$ cat src/design/ipwc_pkg.sv
package ipwc_pkg;

    // Field widths of the streamed words and the configuration port.
    localparam int TICK_W     = 16;
    localparam int CNT_W      = 9;
    localparam int IDX_W      = 8;
    localparam int FUNC_W     = 2;
    localparam int STATE_W    = 2;
    localparam int CFG_IDX_W  = 2;
    localparam int CFG_W      = 16;
    localparam int S_TDATA_W  = 16;
    localparam int M_TDATA_W  = 32;

    // Receiver output level that marks a carrier burst.
    localparam logic IR_MARK = 1'b0;

    // Configuration register indexes.
    localparam logic [CFG_IDX_W-1:0] CFG_GAP     = 2'd0;
    localparam logic [CFG_IDX_W-1:0] CFG_TIMEOUT = 2'd1;
    localparam logic [CFG_IDX_W-1:0] CFG_LENGTH  = 2'd2;

    // Configuration reset values.
    localparam logic [TICK_W-1:0] GAP_RESET     = 16'd600;
    localparam logic [TICK_W-1:0] TIMEOUT_RESET = 16'd40000;
    localparam logic [CNT_W-1:0]  LENGTH_RESET  = 9'd256;

    localparam logic [TICK_W-1:0] TICK_MAX = '1;

    // Input word kinds.
    typedef enum logic [FUNC_W-1:0] {
        FUNC_TICK    = 2'd0,
        FUNC_RESTART = 2'd1,
        FUNC_READ    = 2'd2
    } func_t;

    // Capture state machine.
    typedef enum logic [3:0] {
        PH_IDLE  = 4'b0001,
        PH_MARK  = 4'b0010,
        PH_SPACE = 4'b0100,
        PH_STOP  = 4'b1000
    } phase_t;

    // Reported state codes.
    localparam logic [STATE_W-1:0] CODE_IDLE  = 2'd0;
    localparam logic [STATE_W-1:0] CODE_MARK  = 2'd1;
    localparam logic [STATE_W-1:0] CODE_SPACE = 2'd2;
    localparam logic [STATE_W-1:0] CODE_STOP  = 2'd3;

    // Result of one word, apart from the buffer read data.
    typedef struct packed {
        logic               read_hit;
        logic [CNT_W-1:0]   entry_count;
        logic [STATE_W-1:0] capture_state;
        logic               wrote_entry;
    } result_meta_t;

    function automatic logic [STATE_W-1:0] phase_code(input phase_t ph);
        logic [STATE_W-1:0] code;
        unique case (ph)
            PH_IDLE:  code = CODE_IDLE;
            PH_MARK:  code = CODE_MARK;
            PH_SPACE: code = CODE_SPACE;
            PH_STOP:  code = CODE_STOP;
            default:  code = CODE_IDLE;
        endcase
        return code;
    endfunction

endpackage

$ cat src/design/ir_pulse_width_capture.sv
// Infrared mark/space capture. Each input word is a sample tick carrying the
// receiver pin level, a capture restart, or a read of one stored duration
// (kind in s_axis_tuser). On ticks a four-state machine (idle, mark, space,
// stop) times runs of mark and space in ticks, saturating at 65535, and stores
// each finished run in an internal buffer of BUFFER_DEPTH entries. A capture
// ends on a space longer than the gap limit, on the begin timeout passing
// without a first mark, or when the configured number of entries is stored.
// Every input word yields exactly one result word with the read data (0 unless
// the read index is below the entry count), the entry count, the state code
// and a stored-this-tick flag. The block takes one word every clock cycle
// while the result stream is not stalled. The edge that accepts an input word
// updates the state, the holding stage and the buffer's registered read port,
// and the holding stage loads the output register once that register is empty
// or being taken, so the block can accept one more word while a result waits
// for m_axis_tready. The buffer is not cleared at reset, but a never-written
// entry is never returned: reads at or above the entry count give 0, and
// entries below the count are always written first. The user must see that
// configuration is written only while idle; the block does not enforce it.
module ir_pulse_width_capture #(
    parameter int BUFFER_DEPTH = 256
) (
    input  logic                               clk,
    input  logic                               rst_n,
    // Configuration write channel.
    input  logic                               cfg_valid,
    output logic                               cfg_ready,
    input  logic [ipwc_pkg::CFG_IDX_W-1:0]     cfg_index,
    input  logic [ipwc_pkg::CFG_W-1:0]         cfg_data,
    // Input stream.
    input  logic                               s_axis_tvalid,
    output logic                               s_axis_tready,
    // tdata: pin_level [0], read_index [8:1], zero fill [15:9]
    input  logic [ipwc_pkg::S_TDATA_W-1:0]     s_axis_tdata,
    // tuser: func [1:0]
    input  logic [ipwc_pkg::FUNC_W-1:0]        s_axis_tuser,
    // Result stream.
    output logic                               m_axis_tvalid,
    input  logic                               m_axis_tready,
    // tdata: read_data [15:0], entry_count [24:16], capture_state [26:25],
    //        wrote_entry [27], zero fill [31:28]
    output logic [ipwc_pkg::M_TDATA_W-1:0]     m_axis_tdata
);

    import ipwc_pkg::*;

    localparam int AW = (BUFFER_DEPTH > 1) ? $clog2(BUFFER_DEPTH) : 1;
    localparam int XW = (AW > CNT_W) ? AW : CNT_W;

    // Configuration registers.
    logic [TICK_W-1:0] gap_reg;
    logic [TICK_W-1:0] timeout_reg;
    logic [CNT_W-1:0]  length_reg;

    // Capture state.
    logic [TICK_W-1:0] tick_reg, tick_next;
    logic [CNT_W-1:0]  stored_reg, stored_next;
    phase_t            phase_reg, phase_next;

    // Duration buffer.
    logic [TICK_W-1:0] dur_mem [BUFFER_DEPTH];
    logic [TICK_W-1:0] rd_data_reg;
    logic              mem_we;
    logic [XW-1:0]     wr_addr_x;
    logic [XW-1:0]     rd_addr_x;

    // Input word fields.
    logic              pin_level;
    logic [IDX_W-1:0]  read_index;
    logic              s_accept;

    // Per-word results.
    logic [TICK_W-1:0] tick_inc;
    logic              force_stop;
    logic              room;
    logic              store_run;
    phase_t            phase_eff;
    result_meta_t      meta;

    // Holding stage and output register.
    logic              p_valid_reg;
    result_meta_t      p_meta_reg;
    logic              p_advance;
    logic              o_valid_reg;
    logic [M_TDATA_W-1:0] o_data_reg;
    logic [TICK_W-1:0] p_read_data;

    assign pin_level  = s_axis_tdata[0];
    assign read_index = s_axis_tdata[IDX_W:1];

    assign cfg_ready = 1'b1;

    always_ff @(posedge clk or negedge rst_n)
    begin
        if (!rst_n)
        begin
            gap_reg     <= GAP_RESET;
            timeout_reg <= TIMEOUT_RESET;
            length_reg  <= LENGTH_RESET;
        end
        else if (cfg_valid && cfg_ready)
        begin
            unique case (cfg_index)
                CFG_GAP:     gap_reg     <= cfg_data;
                CFG_TIMEOUT: timeout_reg <= cfg_data;
                CFG_LENGTH:  length_reg  <= cfg_data[CNT_W-1:0];
                default:     ;
            endcase
        end
    end

    // The tick count saturates; the buffer is full once the count reaches the
    // configured length or the physical depth, whichever comes first.
    assign tick_inc   = (tick_reg == TICK_MAX) ? tick_reg : tick_reg + 1'b1;
    assign force_stop = (stored_reg >= length_reg) ||
                        (32'(stored_reg) >= 32'(BUFFER_DEPTH));
    assign room       = 32'(stored_reg) < 32'(BUFFER_DEPTH);
    assign phase_eff  = force_stop ? PH_STOP : phase_reg;

    always_comb
    begin
        tick_next        = tick_reg;
        stored_next      = stored_reg;
        phase_next       = phase_reg;
        store_run        = 1'b0;
        mem_we           = 1'b0;
        meta.read_hit    = 1'b0;
        meta.wrote_entry = 1'b0;
        unique case (func_t'(s_axis_tuser))
            FUNC_TICK:
            begin
                tick_next  = tick_inc;
                phase_next = phase_eff;
                unique case (phase_eff)
                    PH_IDLE:
                    begin
                        if (pin_level == IR_MARK)
                        begin
                            // A mark after a long enough quiet period opens
                            // a new capture.
                            if (tick_inc >= gap_reg)
                            begin
                                stored_next = '0;
                                phase_next  = PH_MARK;
                            end
                            tick_next = '0;
                        end
                        else if (tick_inc >= timeout_reg)
                        begin
                            store_run  = 1'b1;
                            phase_next = PH_STOP;
                        end
                    end
                    PH_MARK:
                    begin
                        if (pin_level != IR_MARK)
                        begin
                            store_run  = 1'b1;
                            phase_next = PH_SPACE;
                        end
                    end
                    PH_SPACE:
                    begin
                        if (pin_level == IR_MARK)
                        begin
                            store_run  = 1'b1;
                            phase_next = PH_MARK;
                        end
                        else if (tick_inc > gap_reg)
                        begin
                            store_run  = 1'b1;
                            phase_next = PH_STOP;
                        end
                    end
                    PH_STOP:
                    begin
                        if (pin_level == IR_MARK)
                        begin
                            tick_next = '0;
                        end
                    end
                    default: ;
                endcase
                if (store_run)
                begin
                    meta.wrote_entry = 1'b1;
                    tick_next        = '0;
                    if (room)
                    begin
                        mem_we      = 1'b1;
                        stored_next = stored_reg + 1'b1;
                    end
                end
            end
            FUNC_RESTART:
            begin
                phase_next  = PH_IDLE;
                stored_next = '0;
            end
            FUNC_READ:
            begin
                meta.read_hit = (CNT_W'(read_index) < stored_reg) &&
                                (32'(read_index) < 32'(BUFFER_DEPTH));
            end
            default: ;
        endcase
        meta.entry_count   = stored_next;
        meta.capture_state = phase_code(phase_next);
    end

    // Handshake: the holding stage drains into the output register whenever
    // that register is empty or being taken.
    assign p_advance     = p_valid_reg && (!o_valid_reg || m_axis_tready);
    assign s_axis_tready = !p_valid_reg || !o_valid_reg || m_axis_tready;
    assign s_accept      = s_axis_tvalid && s_axis_tready;

    always_ff @(posedge clk or negedge rst_n)
    begin
        if (!rst_n)
        begin
            tick_reg   <= '0;
            stored_reg <= '0;
            phase_reg  <= PH_IDLE;
        end
        else if (s_accept)
        begin
            tick_reg   <= tick_next;
            stored_reg <= stored_next;
            phase_reg  <= phase_next;
        end
    end

    assign wr_addr_x = XW'(stored_reg);
    assign rd_addr_x = XW'(read_index);

    always_ff @(posedge clk)
    begin
        if (s_accept)
        begin
            if (mem_we)
            begin
                dur_mem[wr_addr_x[AW-1:0]] <= tick_inc;
            end
            rd_data_reg <= dur_mem[rd_addr_x[AW-1:0]];
        end
    end

    always_ff @(posedge clk or negedge rst_n)
    begin
        if (!rst_n)
        begin
            p_valid_reg <= 1'b0;
        end
        else if (s_accept)
        begin
            p_valid_reg <= 1'b1;
        end
        else if (p_advance)
        begin
            p_valid_reg <= 1'b0;
        end
    end

    always_ff @(posedge clk)
    begin
        if (s_accept)
        begin
            p_meta_reg <= meta;
        end
    end

    assign p_read_data = p_meta_reg.read_hit ? rd_data_reg : '0;

    always_ff @(posedge clk or negedge rst_n)
    begin
        if (!rst_n)
        begin
            o_valid_reg <= 1'b0;
        end
        else if (p_advance)
        begin
            o_valid_reg <= 1'b1;
        end
        else if (m_axis_tready)
        begin
            o_valid_reg <= 1'b0;
        end
    end

    always_ff @(posedge clk)
    begin
        if (p_advance)
        begin
            o_data_reg <= {4'b0000, p_meta_reg.wrote_entry, p_meta_reg.capture_state,
                           p_meta_reg.entry_count, p_read_data};
        end
    end

    assign m_axis_tvalid = o_valid_reg;
    assign m_axis_tdata  = o_data_reg;

endmodule

$ cat config.mk
export PLATFORM = sky130hd
export DESIGN_NAME = ir_pulse_width_capture
export DESIGN_NICKNAME = d
export VERILOG_FILES = /design/src/design/ipwc_pkg.sv /design/src/design/ir_pulse_width_capture.sv
export SDC_FILE = /design/constraint.sdc
export NUM_CORES = 2
export LEC_CHECK = 0
export ABC_CLOCK_PERIOD_IN_PS = 16900
export BUFFER_PORTS_ARGS = -buffer_cell sky130_fd_sc_hd__buf_2
export CAP_MARGIN = 15
export CORE_ASPECT_RATIO = 1.2
export CORE_MARGIN = 2
export CORE_UTILIZATION = 50
export CTS_BUF_LIST = sky130_fd_sc_hd__clkbuf_16
export DETAILED_ROUTE_END_ITERATION = 7
export PLACE_DENSITY_LB_ADDON = 0.25
export SYNTH_ARGS = -nofsm -noshare
export SYNTH_HDL_FRONTEND = slang
export SYNTH_SLANG_ARGS = --single-unit
$ cat constraint.sdc
create_clock -name clk -period 16.9 [get_ports clk]
set_input_delay 3.38 -clock clk [delete_from_list [all_inputs] [get_ports clk]]
set_output_delay 3.38 -clock clk [all_outputs]
set_load 0.01 [all_outputs]
Yosys cells after proc, flatten, opt, wreduce, memory -nomap -nowiden
Memories as Yosys holds them, arrays and structs flattened. A register that Yosys moved wholly into a read port is not among the register bits.
Cells that the tools add are included.
{ "word_totals": {"regBits": 113, "ramBits": 4096, "input_bits": 41, "output_inout_bits": 35, "elab_cells": 91, "n_memories": 1} }
{ "op_classes": {"add_sub_neg": 2, "magnitude_cmp": 7, "eq_ne": 12, "n_mux": 38, "reduce_logical": 17} }
{ "memory_table": {"columns": ["memory", "words", "width", "rd", "rd_clocked_by_memory_dff", "write_ports", "line", "rtl"], "rows": [
  ["dur_mem", 256, 16, 1, 1, 1, "ir_pulse_width_capture.sv:60", "logic [TICK_W-1:0] dur_mem [BUFFER_DEPTH];"]
]} }
{ "op_table": {"columns": ["operator", "n"], "rows": [
  ["$mux 16", 4],
  ["$mux 9", 5],
  ["$ge 16x16->1", 2],
  ["$mux 4", 7],
  ["$pmux 9 s2", 1],
  ["$mux 1", 17],
  ["$add 16x1->16 const B", 1],
  ["$eq 16x16->1 const B", 1],
  ["$gt 16x16->1", 1],
  ["$pmux 4 s3", 1],
  ["$add 9x1->9 const B", 1],
  ["$ge 9x9->1", 1],
  ["$ge 9x9->1 const B", 1],
  ["$lt 8x9->1", 1],
  ["$lt 9x9->1 const B", 1],
  ["$eq 4x2->1 const B", 2],
  ["$eq 4x3->1 const B", 2],
  ["$eq 4x4->1 const B", 2],
  ["$pmux 4 s2", 1],
  ["$reduce_and 2->1", 4],
  ["$pmux 2 s3", 1],
  ["$eq 2x1->1 const B", 2],
  ["$eq 2x2->1 const B", 2],
  ["$eq 4x1->1 const B", 1],
  ["other kinds (7)", 14]
]} }

Longest topological paths before layout
{ "logic_depth": {"depth_word": 12, "ltp_mapped": 18, "depth_no_buf": 16} }

Worst setup path before layout
No wires, ideal clock.
{ "synth_path": {"path_kind": "reg2reg", "from": "reg tick_reg[0]", "to": "mem dur_mem[118][0] (enable)", "setup_ps": 388, "arrival_ps": 12292, "required_time_ps": 16512, "path_slack_ps": 4220, "stages_incl_launch_ff": 18, "path_buffers": 2, "synth_period_minus_slack_ps": 12680, "cell_sequence": "dfrtp_1 -> ha_1 -> nand4_1 -> nor4_4 -> nor4_1 -> nand3_1 -> xnor2_1 -> ha_1 -> nand4_1 -> nor2_1 -> and3_1 -> nand3_2 -> nand3_2 -> a21oi_2 -> buf_6 -> nand4_4 -> buf_2 -> nor2_1"} }
{ "synth_between": {"elab_chain_len": 12, "word_cells_on_any_way": 16, "classes_between": "add/sub: 1; order compare: 2; eq/ne: 1; mux: 12"} }
{ "synth_lines": {"columns": ["item", "line", "rtl"], "rows": [
  ["start: declaration", "ir_pulse_width_capture.sv:55", "logic [TICK_W-1:0] tick_reg, tick_next;"],
  ["start signal: assignment", "ir_pulse_width_capture.sv:226", "tick_reg <= tick_next;"],
  ["$add 16x1->16 / $eq 16x16->1 (equally long branches)", "ir_pulse_width_capture.sv:113", "assign tick_inc = (tick_reg == TICK_MAX) ? tick_reg : tick_reg + 1'b1;"],
  ["$mux 16 (*)", "ir_pulse_width_capture.sv:113", null],
  ["via tick_inc[9]", "ir_pulse_width_capture.sv:72", "logic [TICK_W-1:0] tick_inc;"],
  ["$gt 16x16->1 / $ge 16x16->1 (equally long branches)", "ir_pulse_width_capture.sv:168, ir_pulse_width_capture.sv:147", null],
  ["$mux 1, on equally long branches", "ir_pulse_width_capture.sv:168, ir_pulse_width_capture.sv:147", null],
  ["$mux 1, on equally long branches", "ir_pulse_width_capture.sv:163, ir_pulse_width_capture.sv:136", null],
  ["$pmux 1 s3 (*)", "ir_pulse_width_capture.sv:133", "unique case (phase_eff)"],
  ["$mux 1 (*)", "ir_pulse_width_capture.sv:128", "unique case (func_t'(s_axis_tuser))"],
  ["$mux 1 (*)", "ir_pulse_width_capture.sv:183", "if (store_run)"],
  ["$mux 1 (*)", "ir_pulse_width_capture.sv:128", null],
  ["$mux 1 (*)", "ir_pulse_width_capture.sv:239", "if (mem_we)"],
  ["$mux 1 (*)", "ir_pulse_width_capture.sv:237", "if (s_accept)"],
  ["$mux 1 (not written as such) (*)", "ir_pulse_width_capture.sv:241", "dur_mem[wr_addr_x[AW-1:0]] <= tick_inc;"],
  ["end: declaration", "ir_pulse_width_capture.sv:60", null]
]} }
Mark *: on every way through the listed nets, which the timed path passes. The rest lies on a longest branch. The select of a mux whose other input is x is not followed.

Worst setup path in the final report
{ "layout_path": {"from": "reg tick_reg[0]", "to": "mem dur_mem[197][2] (enable)"} }
The elaborated chain is that of the path after synthesis.

==> reports/qor_table.md <==
| Step | Parameter | Value |
| --- | --- | --- |
| clocking | TritonCTS buffer count | 402 |
| critical path | Largest fanout on the critical path | 226 |
| outcome | Violations in the final reports | max-slew violations |
| critical path | Cell Chain, Critical Path | ha_1 > nand4_1 > nor4_4 > nor4_1 > nand3_1 > nor2_1 > xor2_4 > buf_12 > ha_1 > o21ai_0 > o21ai_0 > a32oi_1 > a31oi_1 > o21ai_2 > a21oi_4 > nand4_1 > nor2_1 > buf_4 |
| timing | Total negative slack | 0 ns |
| outcome | Status | complete, but fails checks |
| floorplanning | Boundary Pins | 76 |
| cells and area | Leading cell types in the layout, fill and taps excluded | edfxtp_1 (4153), mux4_2 (1344), clkbuf_16 (409), buf_4 (346), nor2_1 (242) |
| synth | Proportion of register bits with asynchronous set or reset after synthesis | 1.70% |
| synth | Synthesized area per cell | 24.1 um^2 |
| timing | Count of final setup violators | 0 |
| critical path | Worst Setup Start Kind | register |
| critical path | Maximum single-stage delay on the critical path | 1.21 ns |
| placed design | Count of buffers inserted at the top-level ports | 63 |
| clocking | Resized Gates After CTS | 0 |
| cells and area | Area delta synth->final | 12.6% |
| drt | ANT nets after route | 0 |
| global route | Number of antenna violations at the first check in global routing | 18 |
| floorplanning | Site row count | 230 |
| critical path | Critical R2R Capture | dur_mem[197][2] |
| clocking | Clock latency on the worst-skew pair | 0.94 ns |
| timing | Tightest slew margin relative to the limit | -8.21% |
| synth | Most common flop cell mapped by yosys | edfxtp_1 |
| synth | Most area-hungry cell type in the Yosys netlist | edfxtp_1 |
| synth | YS warnings | 0 |
| drt | Count of routing violations after the opening detailed-route iteration | 9272 |
| drt | Total via count after detailed routing | 74.4k |
| floorplanning | Chip width | 526 um |
| timing | Timing-limited maximum frequency | 113 MHz |
| synth | Main area contributors after synthesis | edfxtp_1 (76%), mux4_2 (19%), dfrtp_1 (0.93%), nor2_1 (0.69%), clkbuf_1 (0.50%) |
| cells and area | Largest register FFs | 4096 |
| timing | Shortest clock period the worst path allows after layout | 8.88 ns |
| timing | Pins over their slew limit | 98 |
| synth | Number of library cell types mapped by synthesis | 78 |
| cells and area | Commonest non-fill, non-tap cell in the layout | edfxtp_1 |
| clocking | H-tree level count | 5 |
| global route | Via count of the first global-routing pass | 76.9k |
| placed design | Placer's final routability congestion estimate | 0.908 |
| synth | Mapped Area | 164000 um^2 |
| floorplanning | Die area | 332000 um^2 |
| clocking | Clock input transition at the sequential cells of the worst setup and hold paths | 0.06 ns |
| drt | Post-detailed-route via-to-cell ratio | 6.26 |
| worst hold path | Path class of the lowest-slack min-delay path | register to register |
| floorplanning | Die height | 630 um |
| placed design | Placed wire-length estimate after detailed placement | 223000 um |
| cells and area | Final-stage net count | 7352 |
| timing | Final Hold Slack | 0.415 ns |
| critical path | Timing startpoint of the critical path | tick_reg[0] |
| timing | Final worst path period share | 52.5% |
| worst hold path | Number of instances on the worst hold path | 0 |
| floorplanning | Core Area | 326000 um^2 |
| pwr | Power density of the placed cells | 119 nW/um^2 |
| synth | Cells after Synth | 6798 |
| critical path | Data arrival time at the worst-slack endpoint | 9.53 ns |
| cells and area | Finished layout cell area | 184000 um^2 |
| critical path | Worst-case reg-to-reg path depth | 18 |
| clocking | Post-CTS setup buffer count | 0 |
| synth | Proportion of synthesized chip area in sequential cells | 77.4% |
| critical path | Last element of the critical path | dur_mem[197][2] |
| drt | Length of the first detailed-routing pass in iterations | 5 |
| critical path | Standard cell with the maximum stage delay on the critical path | nor2_1 |
| clocking | TritonCTS clock tree | yes |
| timing | RSZ-0062 raised after global routing | no |
| global route | Wire length of the first global-routing pass | 559000 um |
| clocking | # hold bufs at CTS | 0 |
| drt | Detailed Route WL | 388000 um |
| flow run | Max-capacitance violation count | 0 |
| synth | Proportion of netlist area held by the largest area contributor | 76.3% |
| drt | Detailed-route DRC error count | 0 |
| critical path | Worst flop-to-flop path startpoint | tick_reg[0] |
| critical path | Path type of the worst setup path | register to register |
| cells and area | Share of layout cells above drive strength 1 | 33.0% |
| synth | Flip-flop and latch count after synthesis | 4225 |
| synth | Post-synth EDFFs | 4153 |
| critical path | CP Data Required Time | 17.55 ns |
| floorplanning | Effective utilization at floorplan | 50.1% |
| timing | Fin. Hold Viols | 0 |
| critical path | Flop2flop setup slack | 8.02 ns |
| timing | Slew at the pin with the worst max-slew slack | 1.62 ns |
| pwr | Leakage dissipation | 62.1 nW |
| global route | Tot GR Track Use | 23.6% |
| global route | Aggregate global routing overflow | 0 |
| timing | Fin Clk Skew | 0.0946 ns |
| clocking | Maximum buffer depth of the clock tree | 4 |
| clocking | Clock Tree Root | clkbuf_16 |
| clocking | Number of clock sinks | 4225 |
| pwr | Worst ir drop on vdd | 0.109 mV |
| drt | Post-detailed-route wirelength per cell | 32.7 um |
| placed design | Dpl cell area | 171000 um^2 |
| global route | Maximum number of pins on one net before global-route repair | 243 |
| critical path | CP endpoint kind | register |
==> cell type report <==
type	instances	area (um^2)
timing repair buffer	425	3300
sequential	4225	127000
multi-input combinational	2153	35600
tap	4292	5370
clock buffer	409	10200
fill	23500	142000
antenna	10	25.0
clock inverter	320	2770
inverter	53	199
==> cell usage after synthesis, drive strengths merged, types with 26 or more instances <==
master,instances
edfxtp,4153
buf,153
inv,52
mux2,31
clkbuf,217
a22oi,32
mux4,1344
a21oi,26
nand2,94
nor2,300
dfrtp,61
ha,51
nand3,29
o21ai,36
==> stage by stage <==
stage          power (mW)  util [%]  setup WS (ns)  instances
2_1_floorplan        12.9         -           4.22       6801
3_3_place_gp         13.2      52.4           7.99      11100
3_5_place_dp         13.3      52.4           7.77      11100
4_1_cts              22.1      56.4           7.82      11900
5_1_grt              22.6      56.4           7.40      11900
6_report             22.0      56.4           8.02      11900
==> critical path, delay by kind of cell, from the launching register on <==
family	cells	cell delay (ns)
compound gates	6	1.67
xor+xnor	1	0.70
fa+ha+maj	2	0.52
buf+inv	2	0.95
flops	1	0.47
simple gates	7	4.24
==> cell families (layout without fill, tap and decap cells) <==
family                     after synthesis  in the layout  share of synthesized area, %
adders and majority gates               51             51                         0.390
buffers and inverters                  423           1207                          1.08
AOI/OAI and AO/OA                      174            174                         0.771
and+or+nand+nor                        528            528                          1.54
muxes                                 1375           1375                          18.7
other                                    2             15                       0.00459
xor gates and xnor gates                20             20                         0.116
DFF                                   4225           4225                          77.4
==> metal layers <==
metal	part of all wire [%]	vias to the layer above	GRT usage [%]	wire, um
li1	-	30100	-	-
met1	38	40700	31.4	147000
met2	51	2969	39.7	198000
met3	7.1	592	3.42	27700
met4	4.1	4	8.70	15800
met5	0.0088	-	0	34
==> report_power, final <==
group	switching, mW	leakage, nW	internal (mW)
logic	0.874	12.8	0.350
clock network	3.82	6.67	5.10
registers	0.0436	42.6	11.8
==> worst min-delay path by stage <==
stage	from	to
after floorplan	p_meta_reg[3]	m_axis_tdata[16]
after global placement	p_meta_reg[2]	m_axis_tdata[26]
after detailed placement	p_meta_reg[7]	m_axis_tdata[20]
after CTS	p_meta_reg[2]	m_axis_tdata[26]
after global routing	p_meta_reg[2]	m_axis_tdata[26]
final	p_meta_reg[2]	m_axis_tdata[26]
No activity file was read; power rests on OpenSTA's default activity.
